**src/sv/dfrc_pkg.sv**
```systemverilog
// Package for the fractional-rate DSSS chip generator.
// Holds the request and response payload types, config struct and sizes.
// No dependencies.
package dfrc_pkg;

   localparam int CODE_DEPTH = 1024;
   localparam int DATA_DEPTH = 1024;
   localparam int RATE_WIDTH = 16;
   localparam int LEN_WIDTH  = 11;
   localparam int IDX_WIDTH  = 10;
   localparam int CSR_AW     = 4;
   localparam int CSR_DW     = 32;

   typedef enum logic [1:0] {
      ACT_LOAD_CODE = 2'd0,
      ACT_LOAD_DATA = 2'd1,
      ACT_EMIT      = 2'd2,
      ACT_RESTART   = 2'd3
   } action_type;

   typedef enum logic [1:0] {
      REG_CODE_LENGTH = 2'd0,
      REG_DATA_LENGTH = 2'd1,
      REG_RATE_NUM    = 2'd2,
      REG_RATE_DEN    = 2'd3
   } reg_index_type;

   typedef struct packed {
      action_type           action;
      logic [IDX_WIDTH-1:0] slot;
      logic                 bit_value;
   } req_type;

   typedef struct packed {
      logic                 chip;
      logic [IDX_WIDTH-1:0] code_phase;
      logic [IDX_WIDTH-1:0] symbol_slot;
   } rsp_type;

   typedef struct packed {
      logic [LEN_WIDTH-1:0]  code_length;
      logic [LEN_WIDTH-1:0]  data_length;
      logic [RATE_WIDTH-1:0] rate_numerator;
      logic [RATE_WIDTH-1:0] rate_denominator;
   } cfg_type;

   // Sequencer controls from the request side
   typedef struct packed {
      logic step;
      logic restart;
   } seq_ctrl_type;

   // Clamp a length register to 1..depth
   function automatic logic [LEN_WIDTH-1:0] eff_len(input logic [LEN_WIDTH-1:0] len,
                                                    input logic [LEN_WIDTH-1:0] depth);
      logic [LEN_WIDTH-1:0] r;
      if (len == '0) r = LEN_WIDTH'(1);
      else if (len > depth) r = depth;
      else r = len;
      return r;
   endfunction

endpackage

```
**src/sv/dsss_fractional_rate_chip_generator_core.sv**
```systemverilog
// Top level of the fractional-rate DSSS chip generator.
// Depends on dfrc_pkg, dfrc_csr, dfrc_seq, dfrc_bit_ram.
//
//   channel | direction | payload           | handshake
//   req_    | in        | dfrc_pkg::req_type | req_valid / req_ready
//   rsp_    | out       | dfrc_pkg::rsp_type | rsp_valid / rsp_ready
//   csr_    | in/out    | 32-bit registers   | psel / penable, pready high
//
// One request per clock while req_ready is high. An emit request's accepting edge
// loads the code and data store reads; the response register, raising rsp_valid,
// loads when the read stage advances. Loads and restarts give no response.
// Reset (synchronous) clears indices, accumulator and valids; the bit stores
// hold nothing until written. A stalled response holds the read stage, then req_ready.
module dsss_fractional_rate_chip_generator_core (
   input  logic                          clock,
   input  logic                          reset,
   input  logic                          req_valid,
   output logic                          req_ready,
   input  dfrc_pkg::req_type             req_data,
   output logic                          rsp_valid,
   input  logic                          rsp_ready,
   output dfrc_pkg::rsp_type             rsp_data,
   input  logic                          csr_psel,
   input  logic                          csr_penable,
   input  logic                          csr_pwrite,
   input  logic [dfrc_pkg::CSR_AW-1:0]   csr_paddr,
   input  logic [dfrc_pkg::CSR_DW-1:0]   csr_pwdata,
   output logic [dfrc_pkg::CSR_DW-1:0]   csr_prdata,
   output logic                          csr_pready
);

   localparam int IW = dfrc_pkg::IDX_WIDTH;

   dfrc_pkg::cfg_type      cfg;
   dfrc_pkg::seq_ctrl_type seq_ctrl;
   logic [IW-1:0]          code_addr, data_addr;
   logic                   code_bit, data_bit;

   logic                   req_fire, emit_fire;
   logic                   code_we, data_we;
   logic                   s1_adv;

   logic                   s1_valid_ff, s1_valid_in;
   logic [IW-1:0]          s1_code_phase_ff, s1_symbol_slot_ff;
   logic                   rsp_valid_ff, rsp_valid_in;
   dfrc_pkg::rsp_type      rsp_data_ff;

   dfrc_csr u_csr (
      .clock       (clock),
      .reset       (reset),
      .csr_psel    (csr_psel),
      .csr_penable (csr_penable),
      .csr_pwrite  (csr_pwrite),
      .csr_paddr   (csr_paddr),
      .csr_pwdata  (csr_pwdata),
      .csr_prdata  (csr_prdata),
      .csr_pready  (csr_pready),
      .cfg         (cfg)
   );

   assign s1_adv    = !rsp_valid_ff || rsp_ready;
   assign req_ready = !s1_valid_ff || s1_adv;
   assign req_fire  = req_valid && req_ready;
   assign emit_fire = req_fire && (req_data.action == dfrc_pkg::ACT_EMIT);

   assign code_we = req_fire && (req_data.action == dfrc_pkg::ACT_LOAD_CODE)
                    && (32'(req_data.slot) < 32'(dfrc_pkg::CODE_DEPTH));
   assign data_we = req_fire && (req_data.action == dfrc_pkg::ACT_LOAD_DATA)
                    && (32'(req_data.slot) < 32'(dfrc_pkg::DATA_DEPTH));

   assign seq_ctrl.step    = emit_fire;
   assign seq_ctrl.restart = req_fire && (req_data.action == dfrc_pkg::ACT_RESTART);

   dfrc_seq u_seq (
      .clock     (clock),
      .reset     (reset),
      .cfg       (cfg),
      .ctrl      (seq_ctrl),
      .code_addr (code_addr),
      .data_addr (data_addr)
   );

   dfrc_bit_ram #(.DEPTH(dfrc_pkg::CODE_DEPTH), .AW(IW)) u_code_ram (
      .clock    (clock),
      .we       (code_we),
      .waddr    (req_data.slot),
      .wdata    (req_data.bit_value),
      .re       (emit_fire),
      .raddr    (code_addr),
      .rdata_ff (code_bit)
   );

   dfrc_bit_ram #(.DEPTH(dfrc_pkg::DATA_DEPTH), .AW(IW)) u_data_ram (
      .clock    (clock),
      .we       (data_we),
      .waddr    (req_data.slot),
      .wdata    (req_data.bit_value),
      .re       (emit_fire),
      .raddr    (data_addr),
      .rdata_ff (data_bit)
   );

   always_comb begin
      if (emit_fire) s1_valid_in = 1'b1;
      else if (s1_adv) s1_valid_in = 1'b0;
      else s1_valid_in = s1_valid_ff;

      rsp_valid_in = s1_adv ? s1_valid_ff : rsp_valid_ff;
   end

   always_ff @(posedge clock) begin
      if (reset) begin
         s1_valid_ff  <= 1'b0;
         rsp_valid_ff <= 1'b0;
      end else begin
         s1_valid_ff  <= s1_valid_in;
         rsp_valid_ff <= rsp_valid_in;
      end
   end

   // payload: read stage indices and response register
   always_ff @(posedge clock) begin
      if (emit_fire) begin
         s1_code_phase_ff  <= code_addr;
         s1_symbol_slot_ff <= data_addr;
      end
      if (s1_adv && s1_valid_ff) begin
         rsp_data_ff.chip        <= code_bit ^ data_bit;
         rsp_data_ff.code_phase  <= s1_code_phase_ff;
         rsp_data_ff.symbol_slot <= s1_symbol_slot_ff;
      end
   end

   assign rsp_valid = rsp_valid_ff;
   assign rsp_data  = rsp_data_ff;

   assert property (@(posedge clock) disable iff (reset)
      s1_valid_ff && !s1_adv |-> !req_ready)
      else $error("request taken while read stage is blocked");

   assert property (@(posedge clock) disable iff (reset)
      emit_fire |=> s1_valid_ff)
      else $error("emit request lost before read stage");

   assert property (@(posedge clock) disable iff (reset)
      req_fire && !emit_fire && !s1_valid_ff |=> !s1_valid_ff)
      else $error("load or restart produced a chip");

   assert property (@(posedge clock) disable iff (reset)
      s1_valid_ff && s1_adv |=> rsp_valid_ff)
      else $error("read stage item dropped on way to response");

endmodule

```
**src/sv/dfrc_bit_ram.sv**
```systemverilog
// One-bit wide single-write, single-read RAM with registered read data.
// No dependencies.
module dfrc_bit_ram #(
   parameter int DEPTH = 1024,
   parameter int AW    = $clog2(DEPTH)
) (
   input  logic          clock,
   input  logic          we,
   input  logic [AW-1:0] waddr,
   input  logic          wdata,
   input  logic          re,
   input  logic [AW-1:0] raddr,
   output logic          rdata_ff
);

   logic mem [DEPTH];

   always_ff @(posedge clock) begin
      if (we) begin
         mem[waddr] <= wdata;
      end
   end

   always_ff @(posedge clock) begin
      if (re) begin
         rdata_ff <= mem[raddr];
      end
   end

endmodule

```
**src/sv/dfrc_csr.sv**
```systemverilog
// Configuration registers behind the APB-style port, with read-back.
// Depends on dfrc_pkg.
module dfrc_csr (
   input  logic                          clock,
   input  logic                          reset,
   input  logic                          csr_psel,
   input  logic                          csr_penable,
   input  logic                          csr_pwrite,
   input  logic [dfrc_pkg::CSR_AW-1:0]   csr_paddr,
   input  logic [dfrc_pkg::CSR_DW-1:0]   csr_pwdata,
   output logic [dfrc_pkg::CSR_DW-1:0]   csr_prdata,
   output logic                          csr_pready,
   output dfrc_pkg::cfg_type             cfg
);

   dfrc_pkg::cfg_type       cfg_ff, cfg_in;
   dfrc_pkg::reg_index_type reg_sel;
   logic                    wr_en;

   assign csr_pready = 1'b1;
   assign reg_sel    = dfrc_pkg::reg_index_type'(csr_paddr[3:2]);
   assign wr_en      = csr_psel && csr_penable && csr_pwrite && csr_pready;

   always_comb begin
      cfg_in = cfg_ff;
      if (wr_en) begin
         unique case (reg_sel)
            dfrc_pkg::REG_CODE_LENGTH: begin
               cfg_in.code_length = csr_pwdata[dfrc_pkg::LEN_WIDTH-1:0];
            end
            dfrc_pkg::REG_DATA_LENGTH: begin
               cfg_in.data_length = csr_pwdata[dfrc_pkg::LEN_WIDTH-1:0];
            end
            dfrc_pkg::REG_RATE_NUM: begin
               cfg_in.rate_numerator = csr_pwdata[dfrc_pkg::RATE_WIDTH-1:0];
            end
            dfrc_pkg::REG_RATE_DEN: begin
               cfg_in.rate_denominator = csr_pwdata[dfrc_pkg::RATE_WIDTH-1:0];
            end
            default: begin
               cfg_in = cfg_ff;
            end
         endcase
      end
   end

   always_ff @(posedge clock) begin
      if (reset) begin
         cfg_ff.code_length      <= dfrc_pkg::LEN_WIDTH'(1);
         cfg_ff.data_length      <= dfrc_pkg::LEN_WIDTH'(1);
         cfg_ff.rate_numerator   <= dfrc_pkg::RATE_WIDTH'(1);
         cfg_ff.rate_denominator <= dfrc_pkg::RATE_WIDTH'(1);
      end else begin
         cfg_ff <= cfg_in;
      end
   end

   always_comb begin
      unique case (reg_sel)
         dfrc_pkg::REG_CODE_LENGTH: csr_prdata = dfrc_pkg::CSR_DW'(cfg_ff.code_length);
         dfrc_pkg::REG_DATA_LENGTH: csr_prdata = dfrc_pkg::CSR_DW'(cfg_ff.data_length);
         dfrc_pkg::REG_RATE_NUM:    csr_prdata = dfrc_pkg::CSR_DW'(cfg_ff.rate_numerator);
         dfrc_pkg::REG_RATE_DEN:    csr_prdata = dfrc_pkg::CSR_DW'(cfg_ff.rate_denominator);
         default:                   csr_prdata = '0;
      endcase
   end

   assign cfg = cfg_ff;

endmodule

```
**src/sv/dfrc_seq.sv**
```systemverilog
// Code index, data index and rational rate accumulator.
// Presents the indices for the current chip; steps them on each emit (data index at the set rate); restart clears them.
// Depends on dfrc_pkg.
module dfrc_seq (
   input  logic                              clock,
   input  logic                              reset,
   input  dfrc_pkg::cfg_type                 cfg,
   input  dfrc_pkg::seq_ctrl_type            ctrl,
   output logic [dfrc_pkg::IDX_WIDTH-1:0]    code_addr,
   output logic [dfrc_pkg::IDX_WIDTH-1:0]    data_addr
);

   localparam int LW = dfrc_pkg::LEN_WIDTH;
   localparam int RW = dfrc_pkg::RATE_WIDTH;
   localparam int IW = dfrc_pkg::IDX_WIDTH;

   logic [IW-1:0] code_index_ff, code_index_in;
   logic [IW-1:0] data_index_ff, data_index_in;
   logic [RW-1:0] acc_ff, acc_in;

   logic [LW-1:0] clen, dlen;
   logic [RW-1:0] num, den_raw, den;
   logic [LW-1:0] code_inc, data_inc;
   logic [RW:0]   acc_sum;
   logic          sym_step;

   always_comb begin
      clen    = dfrc_pkg::eff_len(cfg.code_length, LW'(dfrc_pkg::CODE_DEPTH));
      dlen    = dfrc_pkg::eff_len(cfg.data_length, LW'(dfrc_pkg::DATA_DEPTH));
      num     = (cfg.rate_numerator == '0) ? RW'(1) : cfg.rate_numerator;
      den_raw = (cfg.rate_denominator == '0) ? RW'(1) : cfg.rate_denominator;
      den     = (den_raw > num) ? num : den_raw;

      // a lowered length sends a stale index back to zero
      code_addr = (LW'(code_index_ff) >= clen) ? '0 : code_index_ff;
      data_addr = (LW'(data_index_ff) >= dlen) ? '0 : data_index_ff;

      code_inc = LW'(code_addr) + LW'(1);
      data_inc = LW'(data_addr) + LW'(1);

      // acc stays below 2^RW: the one subtraction never leaves it above its old value
      acc_sum  = (RW+1)'(acc_ff) + (RW+1)'(den);
      sym_step = acc_sum >= (RW+1)'(num);

      code_index_in = code_index_ff;
      data_index_in = data_index_ff;
      acc_in        = acc_ff;
      priority if (ctrl.restart) begin
         code_index_in = '0;
         data_index_in = '0;
         acc_in        = '0;
      end else if (ctrl.step) begin
         code_index_in = (code_inc >= clen) ? '0 : code_inc[IW-1:0];
         if (sym_step) begin
            acc_in        = RW'(acc_sum - (RW+1)'(num));
            data_index_in = (data_inc >= dlen) ? '0 : data_inc[IW-1:0];
         end else begin
            acc_in        = acc_sum[RW-1:0];
            data_index_in = data_addr;
         end
      end
   end

   always_ff @(posedge clock) begin
      if (reset) begin
         code_index_ff <= '0;
         data_index_ff <= '0;
         acc_ff        <= '0;
      end else begin
         code_index_ff <= code_index_in;
         data_index_ff <= data_index_in;
         acc_ff        <= acc_in;
      end
   end

   assert property (@(posedge clock) disable iff (reset)
      ctrl.step && !ctrl.restart |=> code_index_ff < IW'(dfrc_pkg::CODE_DEPTH - 1)
                                     || code_index_ff == IW'(dfrc_pkg::CODE_DEPTH - 1)
                                     || code_index_ff == '0)
      else $error("code index out of range after step");

   assert property (@(posedge clock) disable iff (reset)
      ctrl.step && !ctrl.restart && (LW'(code_index_ff) + LW'(1) < clen)
         && (LW'(code_index_ff) < clen)
      |=> code_index_ff == $past(code_index_ff) + IW'(1))
      else $error("code index did not advance by one");

   assert property (@(posedge clock) disable iff (reset)
      !ctrl.step && !ctrl.restart |=> $stable(acc_ff) && $stable(data_index_ff))
      else $error("rate state moved without a chip");

endmodule
```
**config.mk**
```make
export PLATFORM = sky130hd
export DESIGN_NAME = dsss_fractional_rate_chip_generator_core
export DESIGN_NICKNAME = d
export VERILOG_FILES = /design/src/sv/dfrc_pkg.sv /design/src/sv/dsss_fractional_rate_chip_generator_core.sv /design/src/sv/dfrc_bit_ram.sv /design/src/sv/dfrc_csr.sv /design/src/sv/dfrc_seq.sv
export SDC_FILE = /design/constraint.sdc
export NUM_CORES = 2
export LEC_CHECK = 0
export ABC_CLOCK_PERIOD_IN_PS = 5270
export BUFFER_PORTS_ARGS = -buffer_cell sky130_fd_sc_hd__buf_2
export CORE_MARGIN = 2
export CORE_UTILIZATION = 55
export CTS_BUF_LIST = sky130_fd_sc_hd__clkbuf_4 sky130_fd_sc_hd__clkbuf_8
export DETAILED_ROUTE_END_ITERATION = 7
export PLACE_DENSITY = 0.82
export REMOVE_ABC_BUFFERS = 1
export SLEW_MARGIN = 20
export SYNTH_ARGS = -nofsm -noshare
export SYNTH_HDL_FRONTEND = slang
export SYNTH_HIERARCHICAL = 1
export SYNTH_SLANG_ARGS = --single-unit
```
**constraint.sdc**
```tcl
create_clock -name clock -period 5.27 [get_ports clock]
set_input_delay 0.2635 -clock clock [delete_from_list [all_inputs] [get_ports clock]]
set_output_delay 0.2635 -clock clock [all_outputs]
set_load 0.01 [all_outputs]
```
## Yosys cells after proc, flatten, opt, wreduce, memory -nomap -nowiden

Memories as Yosys holds them, arrays and structs flattened. A register that Yosys moved wholly into a read port is not among the register bits.
Cells that the tools add are included.

| word-level totals | value |
|---|---|
| bits of input ports | 56 |
| RAM bits | 2048 |
| memories | 2 |
| latch bits | 0 |
| output and inout port bits | 56 |
| memory bits (read-only) | 0 |
| word-level logic and storage cells | 79 |
| register bits after elaboration | 133 |

Memory list:

| memory | words | bits a word | read ports | clocked after Yosys merged registers in | write ports | RTL line | text |
|---|---|---|---|---|---|---|---|
| u_code_ram.mem | 1024 | 1 | 1 | 1 | 1 | dfrc_bit_ram.sv:16 | `logic mem [DEPTH];` |
| u_data_ram.mem | 1024 | 1 | 1 | 1 | 1 | dfrc_bit_ram.sv:16 |  |

| operators by class | value |
|---|---|
| bitwise gates (word level) | 1 |
| shift operators | 0 |
| muxes and demuxes | 20 |
| eq/ne operators | 6 |
| order comparisons | 8 |
| divide/modulo/power cells | 0 |
| multiply operators | 0 |
| add/sub/neg operators | 4 |
| reductions and logical operators | 24 |

Operators by type and width:

| kind | count |
|---|---|
| one-hot mux 32 bit (4 select lines) | 1 |
| two-way mux 16 bit | 4 |
| two-way mux 10 bit | 5 |
| two-way mux 11 bit | 4 |
| logical NOT 16 bit | 2 |
| adder 10 x 1 -> 11 bit, second input constant | 2 |
| greater-or-equal comparator 10 x 11 -> 1 bit | 2 |
| greater-or-equal comparator 11 bit | 2 |
| greater-than comparator 11 bit, second input constant | 2 |
| logical NOT 11 bit | 2 |
| adder 16 x 16 -> 17 bit | 1 |
| greater-or-equal comparator 17 x 16 -> 1 bit | 1 |
| greater-than comparator 16 bit | 1 |
| subtractor 16 bit | 1 |
| equality test 2 bit, second input constant | 4 |
| logical AND 1 bit | 8 |
| AND reduction 2 bit | 4 |
| two-way mux 1 bit | 6 |
| equality test 2 x 1 -> 1 bit, second input constant | 2 |
| logical NOT 2 bit | 2 |
| logical NOT 1 bit | 2 |
| logical OR 1 bit | 2 |
| nonzero test 2 bit | 1 |
| OR reduction 2 bit | 1 |
| bitwise XOR 1 bit | 1 |

## Depth between registers and ports, before layout

| logic depth | value |
|---|---|
| word-level depth | 9 |
| mapped depth | 30 |
| mapped depth without buffers | 29 |

## Modules after synthesis

Netlist, hierarchy kept.

Modules (own cells, without submodules):

| module | times used | sequential area each (um^2) | area each (um^2) | cells each |
|---|---|---|---|---|
| dfrc_bit_ram | 2 | 30779.5 | 44666.6 | 3112 |
| dfrc_seq | 1 | 720.7 | 5043.6 | 693 |
| dfrc_csr | 1 | 1081.0 | 2682.6 | 260 |
| dsss_fractional_rate_chip_generator_core | 1 | 1271.2 | 1365.1 | 57 |

## Least setup slack after synthesis

OpenSTA, ideal clock, no wires.

| path | value |
|---|---|
| path type | reg2reg |
| from | register u_csr.cfg_ff, in the netlist u_csr/cfg[25] |
| to | register u_seq.data_index_ff[7] |
| cell stages (with the launch flop) | 28 |
| buffers on the path | 2 |
| clock period less this slack | 5.523 ns |
| arrival time | 5.406 ns |
| setup time | 0.117 ns |
| data required time | 5.153 ns |
| path slack | -0.253 ns |
| cell sequence | dfxtp_1 -> nor4_1 -> a41o_1 -> ha_1 -> nor2b_1 -> o21a_1 -> o21a_1 -> o21ai_0 -> a211oi_1 -> o22ai_1 -> clkbuf_1 -> nand2_1 -> o21ai_0 -> ha_1 -> a21o_1 -> a21o_1 -> o31ai_2 -> nand2b_1 -> xor2_1 -> ha_1 -> a21o_1 -> a21oi_1 -> o21ai_0 -> a31oi_1 -> nand4_4 -> nor2b_1 -> buf_2 -> a32o_1 |

| between the ends | value |
|---|---|
| word-level cells in the longest chain between the ends | 7 |

Ends and longest elaborated chain:

| item | RTL line | text |
|---|---|---|
| from (decl) | dfrc_csr.sv:16 | `dfrc_pkg::cfg_type cfg_ff, cfg_in;` |
| from (signal assigned) | dfrc_csr.sv:54 | `cfg_ff <= cfg_in;` |
| logical NOT 16 bit | dfrc_seq.sv:30 | `num = (cfg.rate_numerator == '0) ? RW'(1) : cfg.rate_numerator;` |
| two-way mux 16 bit (*) | dfrc_seq.sv:30 |  |
| greater-than comparator 16 bit | dfrc_seq.sv:32 | `den = (den_raw > num) ? num : den_raw;` |
| two-way mux 16 bit | dfrc_seq.sv:32 |  |
| adder 16 x 16 -> 17 bit | dfrc_seq.sv:42 | `acc_sum = (RW+1)'(acc_ff) + (RW+1)'(den);` |
| greater-or-equal comparator 17 x 16 -> 1 bit (*) | dfrc_seq.sv:43 | `sym_step = acc_sum >= (RW+1)'(num);` |
| two-way mux 10 bit (*) | dfrc_seq.sv:54 | `if (sym_step) begin` |
| to (signal assigned) | dfrc_seq.sv:71 | `data_index_ff <= data_index_in;` |
| to (decl) | dfrc_seq.sv:18 | `logic [IW-1:0] data_index_ff, data_index_in;` |

Mark *: on every way between the ends. The rest lies on a longest branch, timed or not.
A chain may end at the register's enable or synchronous reset.

## Worst setup path in the final report

| path | value |
|---|---|
| from | register u_csr.cfg_ff, in the netlist u_csr/cfg[4] |
| to | register u_seq.data_index_ff[7] |

| between the ends | value |
|---|---|
| word-level cells in the longest chain between the ends | 7 |

Ends and longest elaborated chain:

| item | RTL line | text |
|---|---|---|
| logical NOT 16 bit | dfrc_seq.sv:31 | `den_raw = (cfg.rate_denominator == '0) ? RW'(1) : cfg.rate_denominator;` |
| two-way mux 16 bit (*) | dfrc_seq.sv:31 |  |
| greater-than comparator 16 bit | dfrc_seq.sv:32 |  |
| two-way mux 16 bit (*) | dfrc_seq.sv:32 |  |
| adder 16 x 16 -> 17 bit (*) | dfrc_seq.sv:42 |  |
| greater-or-equal comparator 17 x 16 -> 1 bit (*) | dfrc_seq.sv:43 |  |
| two-way mux 10 bit (*) | dfrc_seq.sv:54 |  |

Marks and branches as above.

==> summary.md <==
| Metric | Value |
|---|---|
| First drt pass iteration count | 6 |
| Peak supply drop | 0.323 mV |
| Worst-margin pin slew | roughly 1.2 ns |
| Vias | 66.6k |
| Worst-path clk slew | 0.07 ns |
| Post-synth EDFFs | 2091 |
| Commonest non-fill, non-tap cell in the layout | nor2_1 |
| Multiplexer share of the synthesized area | 13.2% |
| Largest net degree at the start of global routing | ~290 |
| Flop2flop setup slack | -0.39 ns |
| Grt met1 use | 37.6% |
| Hold_sp | csr_paddr[3] |
| Worst r2r src | u_csr/cfg[4] |
| HPWL after DPL | 155000 µm |
| Part of the power in registers | 54.9% |
| First-pass GRT wire length | 409000 µm |
| Fin crit share | 107% |
| Yosys Warn Count | 6 |
| Startpoint Class | flop |
| Pint | 0.0271 W |
| Pwr dens | 309 mW/mm² |
| Layout Nets | 7776 |
| Synth async-reset ratio | 0% |
| Area growth, synth to finish | 13.9% |
| Grt peak-use layer | met2 |
| Fmax | 177 MHz |
| Outcome | finished with violations |
| CTS Buf Count | 347 |
| Synth Area in Adders | 1.22% |
| Slowest-stage cell, CP | nor4_2 |
| Layout cells sized above 1 | 23.2% |
| CTS tree | yes |
| Clock group share of total power | 40.5% |
| CP endpoint | u_seq/data_index_ff[7] |
| Total track usage | 30.4% |
| Violated checks | negative setup slack |
| IO buf count | 76 |
| Remaining antenna violation count | 0 |
| Grt total ovfl | 0 |
| Worst setup path category | reg2reg |
| Final Critical Period | 5.66 ns |
| WL/cell | approximately 28 µm |
| Routing usage on met3 | 7.14% |
| Num rows | 155 |
| WP data required | ~6.2 ns |
| Vias in the first global route | 65.9k |
| Later-pin clock latency in the skew report | around 1.1 ns |
| Initial antenna violation count | 10 |
| Mapped Area | 0.0984 mm² |
| Distinct cell type count after synthesis | 83 |
| Vias per inst | 6.52 |
| Worst Slack Setup Final | -0.391 ns |
| Initial Util | between 50% and 60% |
| Final hold vios | 0 |
| Avg Inst Size Synth | between 10 and 15 µm² |
| Synth Register Bits | ~2.2k |
| Slew margin rel. | between 10% and 20% |
| Finish-stage setup viols | 27 |
| Worst-path maximum fanout | 7 |
| Fill cells | 12.0k |
| Die H | 427 µm |
| Final Skew | 0.0684 ns |
| Max Root-Sink Buffers | 4 |
| Max-Cap Viols | 0 |
| # DRC | 0 |
| Top_reg_cell synth | edfxtp_1 |
| Cell count after synthesis | 7234 |
| Max-slew violation count | 0 |
| Area share of xor/xnor cells in the synthesized design | 0.320% |
| Most frequent cells in the layout | nor2_1, edfxtp_1, buf_4 |
| Placer Congestion | 0.891 |
| Crit path DAT | 6.62 ns |
| IO Pins | 112 |
| Critical R2R Capture | u_seq/data_index_ff[7] |
| Crit. End Element | flop |
| Largest family of logic cells by synthesized area | multiplexers |
| Clock sinks | 2183 |
| Switch Pwr | between 0.007 and 0.008 W |
| Core Util, Final | 63.0% |
| Root Buffer | clkbuf_8 |
| Initial DRC count | 10.9k |
| RSZ-0062 raised after global routing | true |
| Delay of the slowest critical-path stage | 0.35 ns |
| M2 GR Usage | 48.4% |
| Routed WL | 283000 µm |
| Switching Fraction | 21.8% |
| Leakage | roughly 34 nW |
| Combinational share of power | 4.6% |
| Worst Hold Class | in2reg |
| H-tree Lvls | 5 |
| Post-synthesis sequential area ratio | 65.7% |
| DIE AREA | 0.182 mm² |
| Die width | 427 µm |
| CORE AREA | 0.178 mm² |
| Fraction of the mapped netlist area in simple logic gates | 12.0% |
| Crit-path most repeated cell | buf_6 |
| Compound-Gate Fraction of Synth Area | 4.06% |
| Setup crit start | u_csr/cfg[4] |
| Setup TNS | -7.60 ns |
| Reg2Reg Depth | 32 |
-- worst max-delay path, delay by kind of cell (launching register included) --
kind,cells,cell delay (ns)
AOI/OAI and AO/OA,15,2.44
and+or+nand+nor,7,1.08
buffers and inverters,6,0.86
adders and majority gates,3,0.66
DFF,1,0.32
xor gates and xnor gates,1,0.21
-- per-layer routing --
layer	wire length (µm)	part of all wire, %	vias to the layer above
met2	134000	47	5459
met1	91000	32	32496
li1	-	-	27384
met4	20100	7.1	2
met5	13	0.0046	-
met3	38300	14	1275
-- power by group through the flow --
stage               Combinational [W]  Clock (W)  Sequential (W)
CTS                           0.00149     0.0141          0.0190
detailed placement            0.00131          0          0.0194
floorplan                    0.000703          0          0.0194
finish                        0.00160     0.0140          0.0190
global route                  0.00170     0.0148          0.0190
global placement              0.00127          0          0.0194
-- Yosys cell counts, drive strengths merged, types with 6 or more instances --
library cell | count | area, µm²
and4 | 7 | 61.3
and3b | 7 | 62.6
nor2 | 2136 | 8030
o22ai | 59 | 369
ha | 93 | 1160
or2 | 7 | 43.8
a21oi | 126 | 631
buf | 257 | 1680
nor3b | 17 | 128
a22oi | 34 | 255
and3 | 15 | 93.8
xnor2 | 16 | 140
clkinv | 6 | 22.5
dfxtp | 92 | 1840
mux2 | 6 | 67.6
inv | 48 | 180
a311oi | 8 | 70.1
nand2b | 78 | 488
nand4 | 32 | 221
clkbuf | 420 | 1600
nor4 | 20 | 125
and2 | 16 | 100
o2111ai | 6 | 52.6
a211oi | 18 | 140
a21o | 14 | 105
a22o | 10 | 87.6
nor3 | 81 | 405
a2111oi | 16 | 140
nand2 | 259 | 972
o21ai | 110 | 551
o21a | 14 | 105
o211ai | 9 | 67.6
edfxtp | 2091 | 62800
nand3b | 6 | 45.0
nand3 | 99 | 500
o31a | 6 | 52.6
mux4 | 439 | 9990
nor2b | 61 | 382
o221ai | 100 | 876
xor2 | 20 | 175
a31oi | 21 | 131
o31ai | 11 | 87.6
mux2i | 294 | 2940
-- through the flow --
| step | power (W) | hold WS [ns] | setup slack (ns) | cells | cell area (µm²) |
|---|---|---|---|---|---|
| after floorplan | 0.0201 | 0.333 | -21.37 | 6572 | 95200 |
| after global placement | 0.0207 | 0.403 | -0.681 | 9518 | 104000 |
| after detailed placement | 0.0207 | 0.405 | -0.790 | 9518 | 104000 |
| after CTS | 0.0346 | 0.00613 | -0.430 | 10186 | 111000 |
| after global routing | 0.0355 | 0.102 | -0.661 | 10218 | 112000 |
| final | 0.0347 | 0.0819 | -0.391 | 10221 | 112000 |
-- area by class of cell --
class / count / area (µm²) / share of cell area, %
multi-input combinational: 4336 / 31500 / 28.1
tap: 2355 / 2950 / 2.63
sequential: 2183 / 64600 / 57.6
antenna: 8 / 20.0 / 0.0179
timing repair buffer: 703 / 6340 / 5.65
inverter: 54 / 211 / 0.189
clock buffer: 464 / 5730 / 5.11
clock inverter: 118 / 754 / 0.673
-- how the worst min path moves through the flow --
stage / to / cells after the start
floorplan: rsp_valid / 1
global placement: rsp_data[18] / 0
detailed placement: rsp_data[17] / 0
CTS: u_csr/cfg[41] / 3
global route: u_csr/cfg[41] / 3
finish: u_csr/cfg[41] / 3
-- state kept, by name, summed over array words and instances (netlist names) --
register             count
u_code_ram/mem        1024
u_seq/acc_ff            16
u_csr/cfg               54
u_seq/data_index_ff     10
u_seq/code_index_ff     10
s1_symbol_slot_ff       10
u_data_ram/rdata_ff      1
u_data_ram/mem        1024
s1_valid_ff              1
u_code_ram/rdata_ff      1
rsp_data                21
rsp_valid                1
s1_code_phase_ff        10
-- cell families (layout without fill, tap and decap cells) --
family | after synthesis | count (layout)
buf+inv | 731 | 1339
compound gates | 592 | 593
mux | 739 | 739
flops | 2183 | 2183
xor+xnor | 36 | 36
simple gates | 2856 | 2856
other cells | 2 | 25
fa+ha+maj | 95 | 95
-- timing repair --
action | CTS | global route
buffers inserted | 45 | 27
setup endpoints to repair | 28 | 38
endpoints found under the hold margin | 255 | 0
pin swaps | 72 | 72
cloned | 6 | 3
hold buffers | 39 | 0
gates resized for setup | 108 | 75
Note: power is estimated with default switching activity, not from simulation.
